[config.mk]
export PLATFORM = sky130hd
export DESIGN_NAME = pdp11_instruction_predecode_top
export DESIGN_NICKNAME = d
export VERILOG_FILES = /design/src/rtl/pdp11pd_pkg.sv /design/src/rtl/pdp11pd_match.sv /design/src/rtl/pdp11pd_encode.sv /design/src/rtl/pdp11pd_finish.sv /design/src/rtl/pdp11_instruction_predecode_top.sv
export SDC_FILE = /design/constraint.sdc
export NUM_CORES = 1
export LEC_CHECK = 0
export BUFFER_PORTS_ARGS = -buffer_cell sky130_fd_sc_hd__buf_2
export CAP_MARGIN = 20
export CORE_MARGIN = 5
export CORE_UTILIZATION = 45
export DETAILED_ROUTE_END_ITERATION = 10
export PLACE_DENSITY_LB_ADDON = 0.08
export SLEW_MARGIN = 10
export SYNTH_ARGS = -nofsm -noshare
export SYNTH_HDL_FRONTEND = slang
export SYNTH_SLANG_ARGS = --single-unit
[constraint.sdc]
create_clock -name clock -period 3.14 [get_ports clock]
set_input_delay 0.314 -clock clock [delete_from_list [all_inputs] [get_ports clock]]
set_output_delay 0.314 -clock clock [all_outputs]
set_load 0.02 [all_outputs]
[src/rtl/pdp11pd_pkg.sv]
// Shared types, constants and the opcode/mask table of the PDP-11 instruction predecoder.
// No dependencies; every module of the block imports this package.
package pdp11pd_pkg;

   localparam int NUM_ENTRIES = 63;
   localparam int ENTRY_W     = 6;
   localparam int WORD_W      = 16;

   typedef enum logic [2:0] {
      CL_NONE   = 3'd0,
      CL_DOUBLE = 3'd1,
      CL_SINGLE = 3'd2,
      CL_JSR    = 3'd3,
      CL_BRANCH = 3'd4,
      CL_JMP    = 3'd5,
      CL_SOB    = 3'd6
   } op_class_type;

   // Per-stage handshake control handed from the top level to each stage.
   typedef struct packed {
      logic advance;
      logic valid;
   } pipe_ctl_type;

   localparam logic [WORD_W-1:0] OP_TABLE [NUM_ENTRIES] = '{
      16'o010000, 16'o110000, 16'o020000, 16'o120000,
      16'o030000, 16'o130000, 16'o040000, 16'o140000,
      16'o050000, 16'o150000, 16'o060000, 16'o160000,
      16'o070000, 16'o071000, 16'o072000, 16'o073000,
      16'o074000, 16'o077000, 16'o000300, 16'o004000,
      16'o005000, 16'o005100, 16'o005200, 16'o005300,
      16'o005400, 16'o005500, 16'o005600, 16'o005700,
      16'o006000, 16'o006100, 16'o006200, 16'o006300,
      16'o006400, 16'o106400, 16'o006500, 16'o106500,
      16'o006600, 16'o106600, 16'o006700, 16'o106700,
      16'o000400, 16'o001000, 16'o001400, 16'o002000,
      16'o002400, 16'o003000, 16'o003400, 16'o100000,
      16'o100400, 16'o102000, 16'o102400, 16'o103000,
      16'o103400, 16'o000100, 16'o000207,
      16'o000000, 16'o000001, 16'o000002, 16'o000003,
      16'o000004, 16'o000005, 16'o000006,
      16'o000000
   };

   localparam logic [WORD_W-1:0] MASK_TABLE [NUM_ENTRIES] = '{
      16'o170000, 16'o170000, 16'o170000, 16'o170000,
      16'o170000, 16'o170000, 16'o170000, 16'o170000,
      16'o170000, 16'o170000, 16'o170000, 16'o170000,
      16'o177000, 16'o177000, 16'o177000, 16'o177000,
      16'o177000, 16'o177000, 16'o077700, 16'o177000,
      16'o077700, 16'o077700, 16'o077700, 16'o077700,
      16'o077700, 16'o077700, 16'o077700, 16'o077700,
      16'o077700, 16'o077700, 16'o077700, 16'o077700,
      16'o077700, 16'o077700, 16'o077700, 16'o077700,
      16'o077700, 16'o077700, 16'o077700, 16'o077700,
      16'o007400, 16'o007400, 16'o007400, 16'o007400,
      16'o007400, 16'o007400, 16'o007400, 16'o177400,
      16'o177400, 16'o177400, 16'o177400, 16'o177400,
      16'o177400, 16'o177700, 16'o077777,
      16'o077777, 16'o077777, 16'o077777, 16'o077777,
      16'o077777, 16'o077777, 16'o077777,
      16'o000000
   };

   localparam op_class_type CLASS_TABLE [NUM_ENTRIES] = '{
      CL_DOUBLE, CL_DOUBLE, CL_DOUBLE, CL_DOUBLE,
      CL_DOUBLE, CL_DOUBLE, CL_DOUBLE, CL_DOUBLE,
      CL_DOUBLE, CL_DOUBLE, CL_DOUBLE, CL_DOUBLE,
      CL_DOUBLE, CL_DOUBLE, CL_DOUBLE, CL_DOUBLE,
      CL_DOUBLE, CL_SOB,    CL_SINGLE, CL_JSR,
      CL_SINGLE, CL_SINGLE, CL_SINGLE, CL_SINGLE,
      CL_SINGLE, CL_SINGLE, CL_SINGLE, CL_SINGLE,
      CL_SINGLE, CL_SINGLE, CL_SINGLE, CL_SINGLE,
      CL_SINGLE, CL_SINGLE, CL_SINGLE, CL_SINGLE,
      CL_SINGLE, CL_SINGLE, CL_SINGLE, CL_SINGLE,
      CL_BRANCH, CL_BRANCH, CL_BRANCH, CL_BRANCH,
      CL_BRANCH, CL_BRANCH, CL_BRANCH, CL_BRANCH,
      CL_BRANCH, CL_BRANCH, CL_BRANCH, CL_BRANCH,
      CL_BRANCH, CL_JMP,    CL_NONE,
      CL_NONE,   CL_NONE,   CL_NONE,   CL_NONE,
      CL_NONE,   CL_NONE,   CL_NONE,
      CL_NONE
   };

   // One extension word for index modes, and for immediate or absolute through the PC.
   function automatic logic operand_extra(input logic [5:0] spec);
      logic [2:0] mode;
      logic [2:0] rnum;
      mode = spec[5:3];
      rnum = spec[2:0];
      return (mode == 3'd6) || (mode == 3'd7) ||
             ((rnum == 3'd7) && ((mode == 3'd2) || (mode == 3'd3)));
   endfunction

endpackage

[src/rtl/pdp11pd_match.sv]
// First stage: registers the word and address and the match vector against every table entry.
// Depends on pdp11pd_pkg.
module pdp11pd_match (
   input  logic                               clock,
   input  logic                               reset,
   input  pdp11pd_pkg::pipe_ctl_type          ctl,
   input  logic [pdp11pd_pkg::WORD_W-1:0]     word,
   input  logic [pdp11pd_pkg::WORD_W-1:0]     addr,
   output logic                               valid,
   output logic [pdp11pd_pkg::NUM_ENTRIES-1:0] hit,
   output logic [pdp11pd_pkg::WORD_W-1:0]     word_out,
   output logic [pdp11pd_pkg::WORD_W-1:0]     addr_out
);
   import pdp11pd_pkg::*;

   logic                    valid_ff;
   logic [NUM_ENTRIES-1:0]  hit_ff, hit_in;
   logic [WORD_W-1:0]       word_ff, addr_ff;

   always_comb begin
      for (int i = 0; i < NUM_ENTRIES; i++) begin
         hit_in[i] = ((word & MASK_TABLE[i]) == OP_TABLE[i]);
      end
   end

   always_ff @(posedge clock) begin
      if (reset) begin
         valid_ff <= 1'b0;
      end else if (ctl.advance) begin
         valid_ff <= ctl.valid;
      end
   end

   always_ff @(posedge clock) begin
      if (ctl.advance) begin
         hit_ff  <= hit_in;
         word_ff <= word;
         addr_ff <= addr;
      end
   end

   assign valid    = valid_ff;
   assign hit      = hit_ff;
   assign word_out = word_ff;
   assign addr_out = addr_ff;

endmodule

[src/rtl/pdp11pd_encode.sv]
// Second stage: priority-encodes the match vector and precomputes extension-word flags and targets.
// Depends on pdp11pd_pkg.
module pdp11pd_encode (
   input  logic                                clock,
   input  logic                                reset,
   input  pdp11pd_pkg::pipe_ctl_type           ctl,
   input  logic [pdp11pd_pkg::NUM_ENTRIES-1:0] hit,
   input  logic [pdp11pd_pkg::WORD_W-1:0]      word,
   input  logic [pdp11pd_pkg::WORD_W-1:0]      addr,
   output logic                                valid,
   output logic [pdp11pd_pkg::ENTRY_W-1:0]     index,
   output logic                                src_extra,
   output logic                                dst_extra,
   output logic [2:0]                          reg_num,
   output logic [pdp11pd_pkg::WORD_W-1:0]      br_target,
   output logic [pdp11pd_pkg::WORD_W-1:0]      sob_target
);
   import pdp11pd_pkg::*;

   logic               valid_ff;
   logic [ENTRY_W-1:0] index_ff, index_in;
   logic               src_extra_ff, dst_extra_ff;
   logic [2:0]         reg_num_ff;
   logic [WORD_W-1:0]  br_target_ff, br_target_in;
   logic [WORD_W-1:0]  sob_target_ff, sob_target_in;

   // The last entry has an empty mask, so it is the default when nothing earlier hits.
   always_comb begin
      index_in = ENTRY_W'(NUM_ENTRIES - 1);
      for (int i = NUM_ENTRIES - 2; i >= 0; i--) begin
         if (hit[i]) begin
            index_in = ENTRY_W'(i);
         end
      end
   end

   assign br_target_in  = addr + WORD_W'(2) + {{(WORD_W-9){word[7]}}, word[7:0], 1'b0};
   assign sob_target_in = addr + WORD_W'(2) - {{(WORD_W-7){1'b0}}, word[5:0], 1'b0};

   always_ff @(posedge clock) begin
      if (reset) begin
         valid_ff <= 1'b0;
      end else if (ctl.advance) begin
         valid_ff <= ctl.valid;
      end
   end

   always_ff @(posedge clock) begin
      if (ctl.advance) begin
         index_ff      <= index_in;
         src_extra_ff  <= operand_extra(word[11:6]);
         dst_extra_ff  <= operand_extra(word[5:0]);
         reg_num_ff    <= word[8:6];
         br_target_ff  <= br_target_in;
         sob_target_ff <= sob_target_in;
      end
   end

   assign valid      = valid_ff;
   assign index      = index_ff;
   assign src_extra  = src_extra_ff;
   assign dst_extra  = dst_extra_ff;
   assign reg_num    = reg_num_ff;
   assign br_target  = br_target_ff;
   assign sob_target = sob_target_ff;

endmodule

[src/rtl/pdp11pd_finish.sv]
// Third stage and output register: looks up the class, forms the length and selects the target.
// Depends on pdp11pd_pkg.
module pdp11pd_finish (
   input  logic                            clock,
   input  logic                            reset,
   input  pdp11pd_pkg::pipe_ctl_type       ctl,
   input  logic [pdp11pd_pkg::ENTRY_W-1:0] index,
   input  logic                            src_extra,
   input  logic                            dst_extra,
   input  logic [2:0]                      reg_num,
   input  logic [pdp11pd_pkg::WORD_W-1:0]  br_target,
   input  logic [pdp11pd_pkg::WORD_W-1:0]  sob_target,
   output logic                            valid,
   output logic [pdp11pd_pkg::ENTRY_W-1:0] index_out,
   output logic [2:0]                      op_class,
   output logic [1:0]                      length_words,
   output logic [2:0]                      reg_field,
   output logic [pdp11pd_pkg::WORD_W-1:0]  target_addr,
   output logic                            target_valid
);
   import pdp11pd_pkg::*;

   op_class_type       cls;
   logic               valid_ff;
   logic [ENTRY_W-1:0] index_ff;
   logic [2:0]         class_ff;
   logic [1:0]         length_ff, length_in;
   logic [2:0]         reg_ff;
   logic [WORD_W-1:0]  target_ff, target_in;
   logic               tvalid_ff, tvalid_in;

   assign cls = CLASS_TABLE[index];

   always_comb begin
      length_in = 2'd1;
      target_in = '0;
      tvalid_in = 1'b0;
      case (cls)
         CL_DOUBLE: begin
            length_in = 2'd1 + {1'b0, src_extra} + {1'b0, dst_extra};
         end
         CL_SINGLE, CL_JSR, CL_JMP: begin
            length_in = 2'd1 + {1'b0, dst_extra};
         end
         CL_BRANCH: begin
            target_in = br_target;
            tvalid_in = 1'b1;
         end
         CL_SOB: begin
            target_in = sob_target;
            tvalid_in = 1'b1;
         end
         default: begin
            length_in = 2'd1;
         end
      endcase
   end

   always_ff @(posedge clock) begin
      if (reset) begin
         valid_ff <= 1'b0;
      end else if (ctl.advance) begin
         valid_ff <= ctl.valid;
      end
   end

   always_ff @(posedge clock) begin
      if (ctl.advance) begin
         index_ff  <= index;
         class_ff  <= cls;
         length_ff <= length_in;
         reg_ff    <= reg_num;
         target_ff <= target_in;
         tvalid_ff <= tvalid_in;
      end
   end

   assign valid        = valid_ff;
   assign index_out    = index_ff;
   assign op_class     = class_ff;
   assign length_words = length_ff;
   assign reg_field    = reg_ff;
   assign target_addr  = target_ff;
   assign target_valid = tvalid_ff;

endmodule

[src/rtl/pdp11_instruction_predecode_top.sv]
// PDP-11 instruction predecoder, three register stages: match, encode, finish.
// A new word can be taken every cycle while req_stall is low, and it is registered
// by match, encode and finish in turn. Each stage holds its word while the
// stage after it is full and stalled and fills whenever it is empty, so bubbles
// close up and req_stall rises only when all three stages hold words and rsp_stall
// is high. The depth is set by the 63-entry table match, its priority encoder and
// the class lookup with the target select, one per stage.
// Depends on pdp11pd_pkg, pdp11pd_match, pdp11pd_encode and pdp11pd_finish.
module pdp11_instruction_predecode_top (
   input  logic        clock,
   input  logic        reset,
   input  logic        req_valid,
   output logic        req_stall,
   input  logic [15:0] req_instr_word,
   input  logic [15:0] req_instr_addr,
   output logic        rsp_valid,
   input  logic        rsp_stall,
   output logic [5:0]  rsp_entry_index,
   output logic [2:0]  rsp_op_class,
   output logic [1:0]  rsp_length_words,
   output logic [2:0]  rsp_reg_field,
   output logic [15:0] rsp_target_addr,
   output logic        rsp_target_valid
);
   import pdp11pd_pkg::*;

   pipe_ctl_type           ctl1, ctl2, ctl3;
   logic                   v1, v2, v3;
   logic                   adv1, adv2, adv3;
   logic [NUM_ENTRIES-1:0] hit1;
   logic [WORD_W-1:0]      word1, addr1;
   logic [ENTRY_W-1:0]     index2;
   logic                   src_extra2, dst_extra2;
   logic [2:0]             reg2;
   logic [WORD_W-1:0]      br_target2, sob_target2;

   // A stage may load when it is empty or when its contents move on this cycle.
   assign adv3 = !v3 || !rsp_stall;
   assign adv2 = !v2 || adv3;
   assign adv1 = !v1 || adv2;

   assign ctl1 = '{advance: adv1, valid: req_valid};
   assign ctl2 = '{advance: adv2, valid: v1};
   assign ctl3 = '{advance: adv3, valid: v2};

   assign req_stall = !adv1;
   assign rsp_valid = v3;

   pdp11pd_match u_match (
      .clock    (clock),
      .reset    (reset),
      .ctl      (ctl1),
      .word     (req_instr_word),
      .addr     (req_instr_addr),
      .valid    (v1),
      .hit      (hit1),
      .word_out (word1),
      .addr_out (addr1)
   );

   pdp11pd_encode u_encode (
      .clock      (clock),
      .reset      (reset),
      .ctl        (ctl2),
      .hit        (hit1),
      .word       (word1),
      .addr       (addr1),
      .valid      (v2),
      .index      (index2),
      .src_extra  (src_extra2),
      .dst_extra  (dst_extra2),
      .reg_num    (reg2),
      .br_target  (br_target2),
      .sob_target (sob_target2)
   );

   pdp11pd_finish u_finish (
      .clock        (clock),
      .reset        (reset),
      .ctl          (ctl3),
      .index        (index2),
      .src_extra    (src_extra2),
      .dst_extra    (dst_extra2),
      .reg_num      (reg2),
      .br_target    (br_target2),
      .sob_target   (sob_target2),
      .valid        (v3),
      .index_out    (rsp_entry_index),
      .op_class     (rsp_op_class),
      .length_words (rsp_length_words),
      .reg_field    (rsp_reg_field),
      .target_addr  (rsp_target_addr),
      .target_valid (rsp_target_valid)
   );

   // An open output must never hold back the input side.
   a_no_stall_when_open: assert property (@(posedge clock) disable iff (reset)
      !rsp_stall |-> !req_stall)
      else $error("input stalled while output is open");

   a_target_class: assert property (@(posedge clock) disable iff (reset)
      rsp_valid |-> (rsp_target_valid ==
         ((rsp_op_class == CL_BRANCH) || (rsp_op_class == CL_SOB))))
      else $error("target flag disagrees with class");

   a_length_range: assert property (@(posedge clock) disable iff (reset)
      rsp_valid |-> ((rsp_length_words != 2'd0) &&
         ((rsp_length_words == 2'd1) || (rsp_op_class == CL_DOUBLE) ||
          (rsp_op_class == CL_SINGLE) || (rsp_op_class == CL_JSR) ||
          (rsp_op_class == CL_JMP))))
      else $error("length out of range for class");

   // A word accepted into an empty pipe, with the output unstalled throughout, reaches the output.
   a_latency: assert property (@(posedge clock) disable iff (reset)
      (req_valid && !req_stall && !v1 && !v2 && !v3 && !rsp_stall) ##1 !rsp_stall ##1 !rsp_stall
      |=> rsp_valid)
      else $error("accepted word did not reach the output");

endmodule
==> impl_metrics.env, run 1 <==
export IMPL_initial_utilization=0.457
export IMPL_final_common_cell="edfxtp_1"
export IMPL_reg2reg_to="u_encode.br_target[13]"
export IMPL_routed_wl_mm=16.1
export IMPL_ys_warn_count=0
export IMPL_p_switching_w=0.00135
export IMPL_cts_hold_buf=0
export IMPL_wl_per_cell_um=16.1
export IMPL_layout_min_cycle_time_ns=2.88
export IMPL_synth_seq_cells=160
export IMPL_grt_overflow=0
export IMPL_drt_initial_drc_count=311
export IMPL_power_share_clock=0.379
export IMPL_num_rows=48
export IMPL_post_place_cells=967
export IMPL_synth_ff_type="edfxtp_1"
export IMPL_tightest_slew_ns=0.573
export IMPL_post_cts_buffers=0
export IMPL_cts_sinks=160
export IMPL_drv_slew=0
export IMPL_critPathTopFamily="compound AO/OA/AOI/OAI gates"
export IMPL_numCtsBuffers=17
export IMPL_path_class="register to register"
export IMPL_rsz0062_at_grt="no"
export IMPL_fin_tns_setup_ns=0
export IMPL_final_cell_mix="157 x edfxtp_1, 127 x nor2_1, 68 x buf_2"
export IMPL_critical_path_slowest_cell="edfxtp_1"
export IMPL_ys_seq_area_frac=0.606
export IMPL_reg2reg_slack_ns=0.26
export IMPL_pwr_share_comb=0.137
export IMPL_p_leak_nw=3.77
export IMPL_max_freq_ghz=0.347
export IMPL_reg2reg_depth=11
export IMPL_grt_max_degree=47
export IMPL_dieArea_um2=20300
export IMPL_crit_buf_inv=1
export IMPL_dieWidth_um=142
export IMPL_insertion_delay_ns=0.42
export IMPL_whs_path_depth=1
export IMPL_period_share=0.918
export IMPL_vdd_ir_drop_max_uv=399
export IMPL_grt_first_pass_wirelength_mm=26.0
export IMPL_design_core_area_um2=17200
export IMPL_grt_usage=0.166
export IMPL_async_flop_share=0
export IMPL_synth_area_per_cell_um2=11.6
export IMPL_worstPathCellList="ha_1 > buf_4 > nand4_1 > xnor2_1 > ha_1 > a21o_1 > a21oi_1 > o21ai_0 > a31o_2 > a21oi_1 > xnor2_1"
export IMPL_antenna_found_initial=0
export IMPL_clk_pin_slew_ns=0.06
export IMPL_synthesis_area_um2=7880
export IMPL_hold_viol_final=0
export IMPL_cp_max_fo=6
export IMPL_synth_cells=678
export IMPL_dp_hpwl_mm=12.5
export IMPL_internal_power_w=0.00411
export IMPL_worstPathArrival_ns=3.05
export IMPL_drive_gt1_frac=0.160
export IMPL_status="finished, final reports clean"
export IMPL_place_gp_congestion=0.830
export IMPL_r2r_start="u_match.addr_out[1]"
export IMPL_io_buffers=68
export IMPL_seq_power_share=0.484
export IMPL_synth_distinct_cells=63
export IMPL_ctsHtreeMaxLevel=4
export IMPL_clockBufferDepth=2
export IMPL_drtAntennaViolNets=0
export IMPL_worstHoldPathType="input pin to register"
export IMPL_finish_instance_area_um2=9110
export IMPL_relSlewSlack=0.618
export IMPL_synth_edf_count=157
export IMPL_fp_dieH_um=142
export IMPL_netSwitchingFraction=0.247
export IMPL_maxCapViolations=0
export IMPL_hold_start="req_instr_addr[15]"
export IMPL_setup_viol=0
export IMPL_boundaryPins=69
export IMPL_cts_tree="built"
export IMPL_final_cells=999
export IMPL_syn_nets=741
export IMPL_cts_root_buffer="clkbuf_16"
export IMPL_critPathMaxStageDelay_ns=0.43
export IMPL_cp_required_ns=3.31
export IMPL_syn_to_final_growth_pct=15.6
export IMPL_place_area_um2=8510
export IMPL_first_global_vias=5077
export IMPL_drt_vias_per_instance=5.23
export IMPL_fin_skew_ns=0.00934
export IMPL_setup_worst_path_end_class="register"
export IMPL_power_density_nw_per_um2=600
export IMPL_dr_pass1_iters=4
export IMPL_startpoint_type="register"
export IMPL_hold_end="u_match.addr_out[15]"
export IMPL_num_antenna_cells=0
export IMPL_final_nets=824
export IMPL_num_vias=5228
export IMPL_drc=0
==> sequential cells by signal, indices dropped and copies added, names as in the netlist, 6 cells and up <==
register              flops
u_encode.sob_target      15
u_encode.br_target       15
u_match.hit              58
u_finish.index_out        6
u_match.addr_out         16
u_match.word_out         11
u_encode.index            6
u_finish.target_addr     16
==> Yosys cell counts, types with 16 or more instances <==
library cell / n / area (um2)
nand2_1: 33 / 124
edfxtp_1: 157 / 4710
mux2i_1: 16 / 160
nand2b_1: 20 / 125
a21oi_1: 31 / 155
ha_1: 25 / 313
o21ai_0: 18 / 90.1
nor2_1: 127 / 477
inv_1: 40 / 150
xnor2_1: 26 / 228
nor3_1: 29 / 145
nand3_1: 17 / 85.1
==> worst max-delay path by stage <==
stage | from | endpoint | slack [ns] | cells past startpoint
after global placement | u_match.addr_out[1] | u_encode.sob_target[15] | 0.32 | 10
after global routing | u_match.addr_out[8] | u_encode.br_target[14] | 0.04 | 10
after detailed placement | u_match.addr_out[1] | u_encode.sob_target[15] | 0.23 | 10
final | u_match.addr_out[1] | u_encode.br_target[13] | 0.26 | 11
after CTS | u_match.addr_out[1] | u_encode.sob_target[15] | 0.22 | 10
after floorplan | u_match.addr_out[1] | u_encode.sob_target[15] | 0.39 | 11
==> power groups by stage <==
stage               Combinational [W]  Clock [W]  Sequential, W
floorplan                    0.000445          0        0.00276
global placement             0.000740          0        0.00269
detailed placement           0.000750          0        0.00269
CTS                          0.000755    0.00211        0.00265
global route                 0.000828    0.00221        0.00267
finish                       0.000746    0.00207        0.00265
==> per-layer routing <==
metal / global-route usage / up-vias / routed length, um
met2: 0.283 / 126 / 7940
met1: 0.211 / 2444 / 7110
met5: 0 / - / 0
met4: 0.0535 / 0 / 243
li1: - / 2642 / -
met3: 0.0390 / 16 / 840
==> what timing repair did <==
item,4_1_cts,5_1_grt
endpoints found under the hold margin,0,0
resized for setup,0,1
setup endpoints to repair,0,1
==> cell type report <==
type                    instances  area (um2)
clock inverters                13         163
fillers                      1527        8130
well taps                     225         282
multi-input cells             466        2900
flip-flops and latches        160        4770
clock buffers                  19         433
repair buffers                 76         413
inverters                      40         150
==> logic make-up after synthesis <==
| logic type | after synthesis | share of synthesized area |
|---|---|---|
| flip-flops | 160 | 0.606 |
| adder cells (fa/ha/maj) | 27 | 0.0448 |
| XOR/XNOR | 38 | 0.0446 |
| multiplexers | 16 | 0.0203 |
| AND/OR/NAND/NOR | 292 | 0.181 |
| buffers and inverters | 52 | 0.0278 |
| AO/OA/AOI/OAI | 93 | 0.0754 |
==> metrics by stage <==
step / setup WS [ns] / utilization / hold slack, ns / power, W
after floorplan: 0.389 / - / 0.386 / 0.00321
after CTS: 0.220 / 0.529 / 0.0477 / 0.00551
final: 0.257 / 0.529 / 0.0668 / 0.00546
after global placement: 0.325 / 0.494 / 0.407 / 0.00343
after detailed placement: 0.234 / 0.494 / 0.408 / 0.00344
after global routing: 0.0363 / 0.529 / 0.0413 / 0.00570
Power figures use the tool's default switching activity.
==> inputs of run 2 (changes only) <==
ABC_AREA = 1   (was not set)
CTS_CLUSTER_SIZE = 25   (was not set)
==> impl_metrics.env, run 2 <==
export IMPL_status="complete, but fails checks"
export IMPL_violations="setup timing"
export IMPL_clockBufferDepth=2
export IMPL_wl_per_cell_um=14.0
export IMPL_hold_end="u_match.addr_out[11]"
export IMPL_drt_initial_drc_count=266
export IMPL_boundaryPins=69
export IMPL_grt_first_pass_wirelength_mm=24.7
export IMPL_synth_cells=730
export IMPL_hold_viol_final=0
export IMPL_setup_viol=2
export IMPL_relSlewSlack=0.590
export IMPL_synth_ff_type="edfxtp_1"
export IMPL_cp_max_fo=2
export IMPL_hold_slack_ns=0.0628
export IMPL_reg2reg_to="u_encode.index[0]"
export IMPL_final_nets=895
export IMPL_layout_min_cycle_time_ns=3.20
export IMPL_yosys_top_cells_count="157 x edfxtp_1, 105 x inv_1, 101 x nand2_1"
export IMPL_synth_top_area_frac=0.584
export IMPL_ys_warn_count=0
export IMPL_fin_skew_ns=0.00680
export IMPL_num_fill_cells=1552
export IMPL_synth_distinct_cells=42
export IMPL_synth_seq_cells=160
export IMPL_setup_worst_path_end_class="register"
export IMPL_final_common_cell="edfxtp_1"
export IMPL_clk_pin_slew_ns=0.06
export IMPL_critPathMaxStageDelay_ns=0.41
export IMPL_reg2reg_depth=52
export IMPL_largest_reg_flops=58
export IMPL_power_density_nw_per_um2=574
export IMPL_place_gp_congestion=0.866
export IMPL_num_antenna_cells=0
export IMPL_ys_seq_area_frac=0.592
export IMPL_io_buffers=68
export IMPL_tightest_slew_ns=0.611
export IMPL_syn_nets=793
export IMPL_grt_max_degree=86
export IMPL_cp_required_ns=3.32
export IMPL_synthTopCellsByArea="edfxtp_1 58%, bufinv_8 5.6%, inv_1 4.9%, nand2_1 4.7%, nor2_1 3.9%"
export IMPL_dp_hpwl_mm=11.0
export IMPL_final_cells=1074
export IMPL_grt_overflow=0
export IMPL_cts_tree="built"
export IMPL_drive_gt1_frac=0.234
export IMPL_antenna_found_initial=0
export IMPL_whs_path_depth=1
export IMPL_syn_to_final_growth_pct=19.2
export IMPL_synth_most_common_cell="edfxtp_1"
export IMPL_design_core_area_um2=17800
export IMPL_hold_start="req_instr_addr[11]"
export IMPL_num_rows=49
export IMPL_max_freq_ghz=0.312
export IMPL_dieArea_um2=20700
export IMPL_drv_slew=0
export IMPL_cts_root_buffer="clkbuf_16"
export IMPL_post_place_cells=1033
export IMPL_worstPathArrival_ns=3.38
export IMPL_drt_vias_per_instance=4.81
export IMPL_synth_edf_count=157
export IMPL_maxCapViolations=0
export IMPL_dr_pass1_iters=4
export IMPL_r2r_start="u_match.hit[59]"
export IMPL_final_setup_worst_slack_ns=-0.0619
export IMPL_startpoint_type="register"
export IMPL_async_flop_share=0
export IMPL_drtAntennaViolNets=0
export IMPL_grt_usage=0.154
export IMPL_routed_wl_mm=15.1
export IMPL_fp_dieH_um=144
export IMPL_reg2reg_slack_ns=-0.06
export IMPL_rsz0062_at_grt="yes"
export IMPL_critical_path_slowest_cell="edfxtp_1"
export IMPL_vdd_ir_drop_max_uv=381
export IMPL_synthesis_area_um2=8070
export IMPL_path_class="register to register"
export IMPL_path_common_cell="nand2_1"
export IMPL_first_global_vias=5238
export IMPL_final_cell_mix="157 x edfxtp_1, 103 x inv_1, 100 x nand2_1"
export IMPL_synth_area_per_cell_um2=11.1
export IMPL_dieWidth_um=144
export IMPL_num_vias=5170
export IMPL_drc=0
export IMPL_initial_utilization=0.452
export IMPL_p_leak_nw=4.31
export IMPL_worstHoldPathType="input pin to register"
export IMPL_insertion_delay_ns=0.42
export IMPL_numCtsBuffers=17
export IMPL_synth_largest_area_cell="edfxtp_1"
export IMPL_period_share=1.02
export IMPL_ctsHtreeMaxLevel=4
export IMPL_cts_sinks=160
[run 2: changes by cell type in the layout (fill, tap and decap cells not counted), sizes merged, moves of 11 or more]
| cell | before | now |
|---|---|---|
| inv | 42 | 126 |
| nand2 | 34 | 101 |
| nor2 | 127 | 85 |
| bufinv | 3 | 30 |
| nand3 | 17 | 43 |
| xnor2 | 27 | 2 |
| xor2 | 11 | 34 |
| nand2b | 20 | 0 |
| mux2i | 16 | 0 |
| o21ai | 19 | 5 |
| o22ai | 1 | 14 |
| buf | 76 | 87 |
| nor3 | 31 | 20 |
[run 2: cell type report]
type / instances / area (um2) / share of cell area
Sequential cell: 160 / 4780 / 0.497
Multi-Input combinational cell: 413 / 2490 / 0.258
Inverter: 153 / 968 / 0.101
Timing Repair Buffer: 87 / 503 / 0.0523
Clock buffer: 20 / 437 / 0.0454
Tap cell: 229 / 287 / 0.0298
Clock inverter: 12 / 159 / 0.0165
[run 2: worst max-delay path by stage]
stage,from,end,slack (ns),cells past startpoint
floorplan,u_finish.valid,u_match.addr_out[0],-0.22,5
global placement,u_match.hit[59],u_encode.index[0],-0.01,52
detailed placement,u_match.hit[59],u_encode.index[0],-0.07,52
CTS,u_match.hit[59],u_encode.index[0],-0.08,52
global route,u_match.hit[59],u_encode.index[0],-0.69,52
finish,u_match.hit[59],u_encode.index[0],-0.06,52
[run 2: through the flow]
stage | setup WS [ns] | total power [W] | setup TNS (ns) | area, um2 | util
finish | -0.0619 | 0.00552 | -0.0631 | 9620 | 0.539
global route | -0.689 | 0.00579 | -1.12 | 9620 | 0.539
CTS | -0.0759 | 0.00556 | -0.0759 | 9420 | 0.528
detailed placement | -0.0681 | 0.00345 | -0.0681 | 8800 | 0.493
global placement | -0.0129 | 0.00343 | -0.0129 | 8800 | 0.493
floorplan | -0.219 | 0.00320 | -18.61 | 8110 | -
[run 2: where the power goes]
group	switching, W	internal (W)	total (W)
logic	0.000471	0.000293	0.000764
clock network	0.000837	0.00126	0.00209
registers	0.0000806	0.00258	0.00267
total	0.00139	0.00413	0.00552
[run 2: routing by layer]
metal  up-vias  part of all wire  global-route usage  routed length, um
met4         0             0.021              0.0704                316
met1      2419              0.42               0.179               6390
met5         -                 0                   0                  0
li1       2647                 -                   -                  -
met3        26             0.029              0.0303                436
met2        78              0.53               0.273               7900
[run 2: cells by family (layout without fill, tap and decap cells)]
kind of cell | after synthesis | after routing | synth area share
compound gates | 69 | 69 | 0.0529
xor+xnor | 36 | 36 | 0.0391
fa+ha+maj | 27 | 27 | 0.0437
buf+inv | 157 | 272 | 0.121
flops | 160 | 160 | 0.592
simple gates | 281 | 281 | 0.152
[run 2: worst max-delay path: cells and delay by family, from the launching register on]
kind | cells | cell delay, ns
simple gates | 50 | 2.43
compound gates | 1 | 0.05
flops | 1 | 0.41
buf+inv | 1 | 0.08
[run 2: what timing repair did]
action                     in CTS  in global routing
gates cloned                    0                  0
setup buffers                   3                  5
gates resized for setup         0                 30
hold buffers                    0                  0
setup endpoints to repair       1                  7
hold endpoints to repair        0                  0
pin swaps                       0                  9
==> inputs of run 3 (changes only) <==
ABC_AREA = not set   (was 1)
CORE_MARGIN = not set   (was 5)
==> impl_metrics.env, run 3 (synthesis results as in run 1) <==
export IMPL_clockBufferDepth=2
export IMPL_max_freq_ghz=0.348
export IMPL_num_antenna_cells=0
export IMPL_hold_viol_final=0
export IMPL_worstPathArrival_ns=3.04
export IMPL_num_vias=5296
export IMPL_worst_path_stages=10
export IMPL_boundaryPins=69
export IMPL_final_common_cell="edfxtp_1"
export IMPL_drv_slew=0
export IMPL_path_class="register to register"
export IMPL_final_cells=999
export IMPL_hold_start="req_instr_addr[0]"
export IMPL_worstPathCellList="ha_1 > nand3_1 > xnor2_1 > ha_1 > o21ai_0 > or2b_2 > o41a_1 > a211oi_2 > nand3_1 > xor2_1"
export IMPL_drive_gt1_frac=0.158
export IMPL_final_setup_worst_slack_ns=0.268
export IMPL_cts_resized=0
export IMPL_cts_tree="built"
export IMPL_fin_skew_ns=0.00625
export IMPL_final_cell_mix="157 x edfxtp_1, 127 x nor2_1, 68 x buf_2"
export IMPL_cts_sinks=160
export IMPL_critPathTopFamily="compound AO/OA/AOI/OAI gates"
export IMPL_insertion_delay_ns=0.42
export IMPL_cp_startpoint="u_match.addr_out[1]"
export IMPL_cp_required_ns=3.31
export IMPL_numCtsBuffers=17
export IMPL_grt_usage=0.183
export IMPL_fin_tns_setup_ns=0
export IMPL_utilization=0.529
export IMPL_reg2reg_depth=10
export IMPL_hold_slack_ns=0.0691
export IMPL_period_share=0.915
export IMPL_clk_pin_slew_ns=0.06
export IMPL_post_place_cells=967
export IMPL_post_cts_buffers=0
export IMPL_ctsHtreeMaxLevel=4
export IMPL_setup_worst_path_end_class="register"
export IMPL_dr_pass1_iters=5
export IMPL_largest_reg_flops=58
export IMPL_layout_min_cycle_time_ns=2.87
export IMPL_initial_utilization=0.459
export IMPL_grt_overflow=0
export IMPL_place_gp_congestion=0.878
export IMPL_drc=0
export IMPL_drtAntennaViolNets=0
export IMPL_routed_wl_mm=15.6
export IMPL_grt_max_degree=59
export IMPL_r2r_start="u_match.addr_out[1]"
export IMPL_fp_dieH_um=134
export IMPL_critical_path_slowest_cell="edfxtp_1"
export IMPL_antenna_found_initial=0
export IMPL_wl_per_cell_um=15.6
export IMPL_p_leak_nw=3.75
export IMPL_dp_hpwl_mm=12.0
export IMPL_setup_viol=0
export IMPL_startpoint_type="register"
export IMPL_drt_initial_drc_count=347
export IMPL_dieArea_um2=18000
export IMPL_drt_vias_per_instance=5.30
export IMPL_num_rows=48
export IMPL_design_core_area_um2=17200
export IMPL_cp_max_fo=6
export IMPL_power_density_nw_per_um2=590
export IMPL_final_nets=824
export IMPL_maxCapViolations=0
export IMPL_num_fill_cells=1553
export IMPL_relSlewSlack=0.657
export IMPL_first_global_vias=5104
export IMPL_critPathMaxStageDelay_ns=0.47
export IMPL_cts_hold_buf=0
export IMPL_crit_buf_inv=0
export IMPL_post_place_ws_ns=0.253
export IMPL_worstHoldPathType="input pin to register"
export IMPL_cts_root_buffer="clkbuf_16"
export IMPL_tightest_slew_ns=0.511
export IMPL_vdd_ir_drop_max_uv=395
export IMPL_grt_first_pass_wirelength_mm=25.1
export IMPL_whs_path_depth=1
export IMPL_io_buffers=68
export IMPL_dieWidth_um=134
export IMPL_status="finished, final reports clean"
export IMPL_rsz0062_at_grt="no"
export IMPL_syn_to_final_growth_pct=15.3
[run 3: metrics by stage]
step / area (um2) / power, W
3_3_place_gp: 8510 / 0.00342
4_1_cts: 9080 / 0.00541
2_1_floorplan: 7880 / 0.00321
5_1_grt: 9080 / 0.00558
3_5_place_dp: 8510 / 0.00343
6_report: 9080 / 0.00536
[run 3: worst paths after layout]
check                             to  slack (ns)
min              u_match.addr_out[0]        0.07
min reg2reg    u_finish.reg_field[0]        0.42
max reg2reg  u_encode.sob_target[15]        0.27
max          u_encode.sob_target[15]        0.27
[run 3: layer usage]
| layer | global-route usage | share of wire | up-vias |
|---|---|---|---|
| met1 | 0.227 | 0.43 | 2493 |
| met4 | 0.0705 | 0.017 | 0 |
| met3 | 0.0397 | 0.044 | 23 |
| met2 | 0.311 | 0.50 | 141 |
| met5 | 0 | 0 | - |
| li1 | - | - | 2639 |
[run 3: power breakdown]
| group | switching [W] | internal (W) |
|---|---|---|
| Combinational | 0.000444 | 0.000296 |
| Clock | 0.000813 | 0.00116 |
| Sequential | 0.0000826 | 0.00256 |
| Total | 0.00134 | 0.00402 |
[run 3: area by class of cell]
class,count,area (um2),area share
Inverter,40,150,0.0165
Clock inverter,15,144,0.0158
Multi-Input combinational cell,466,2900,0.319
Timing Repair Buffer,76,413,0.0455
Sequential cell,160,4770,0.526
Tap cell,225,282,0.0310
Clock buffer,17,425,0.0468
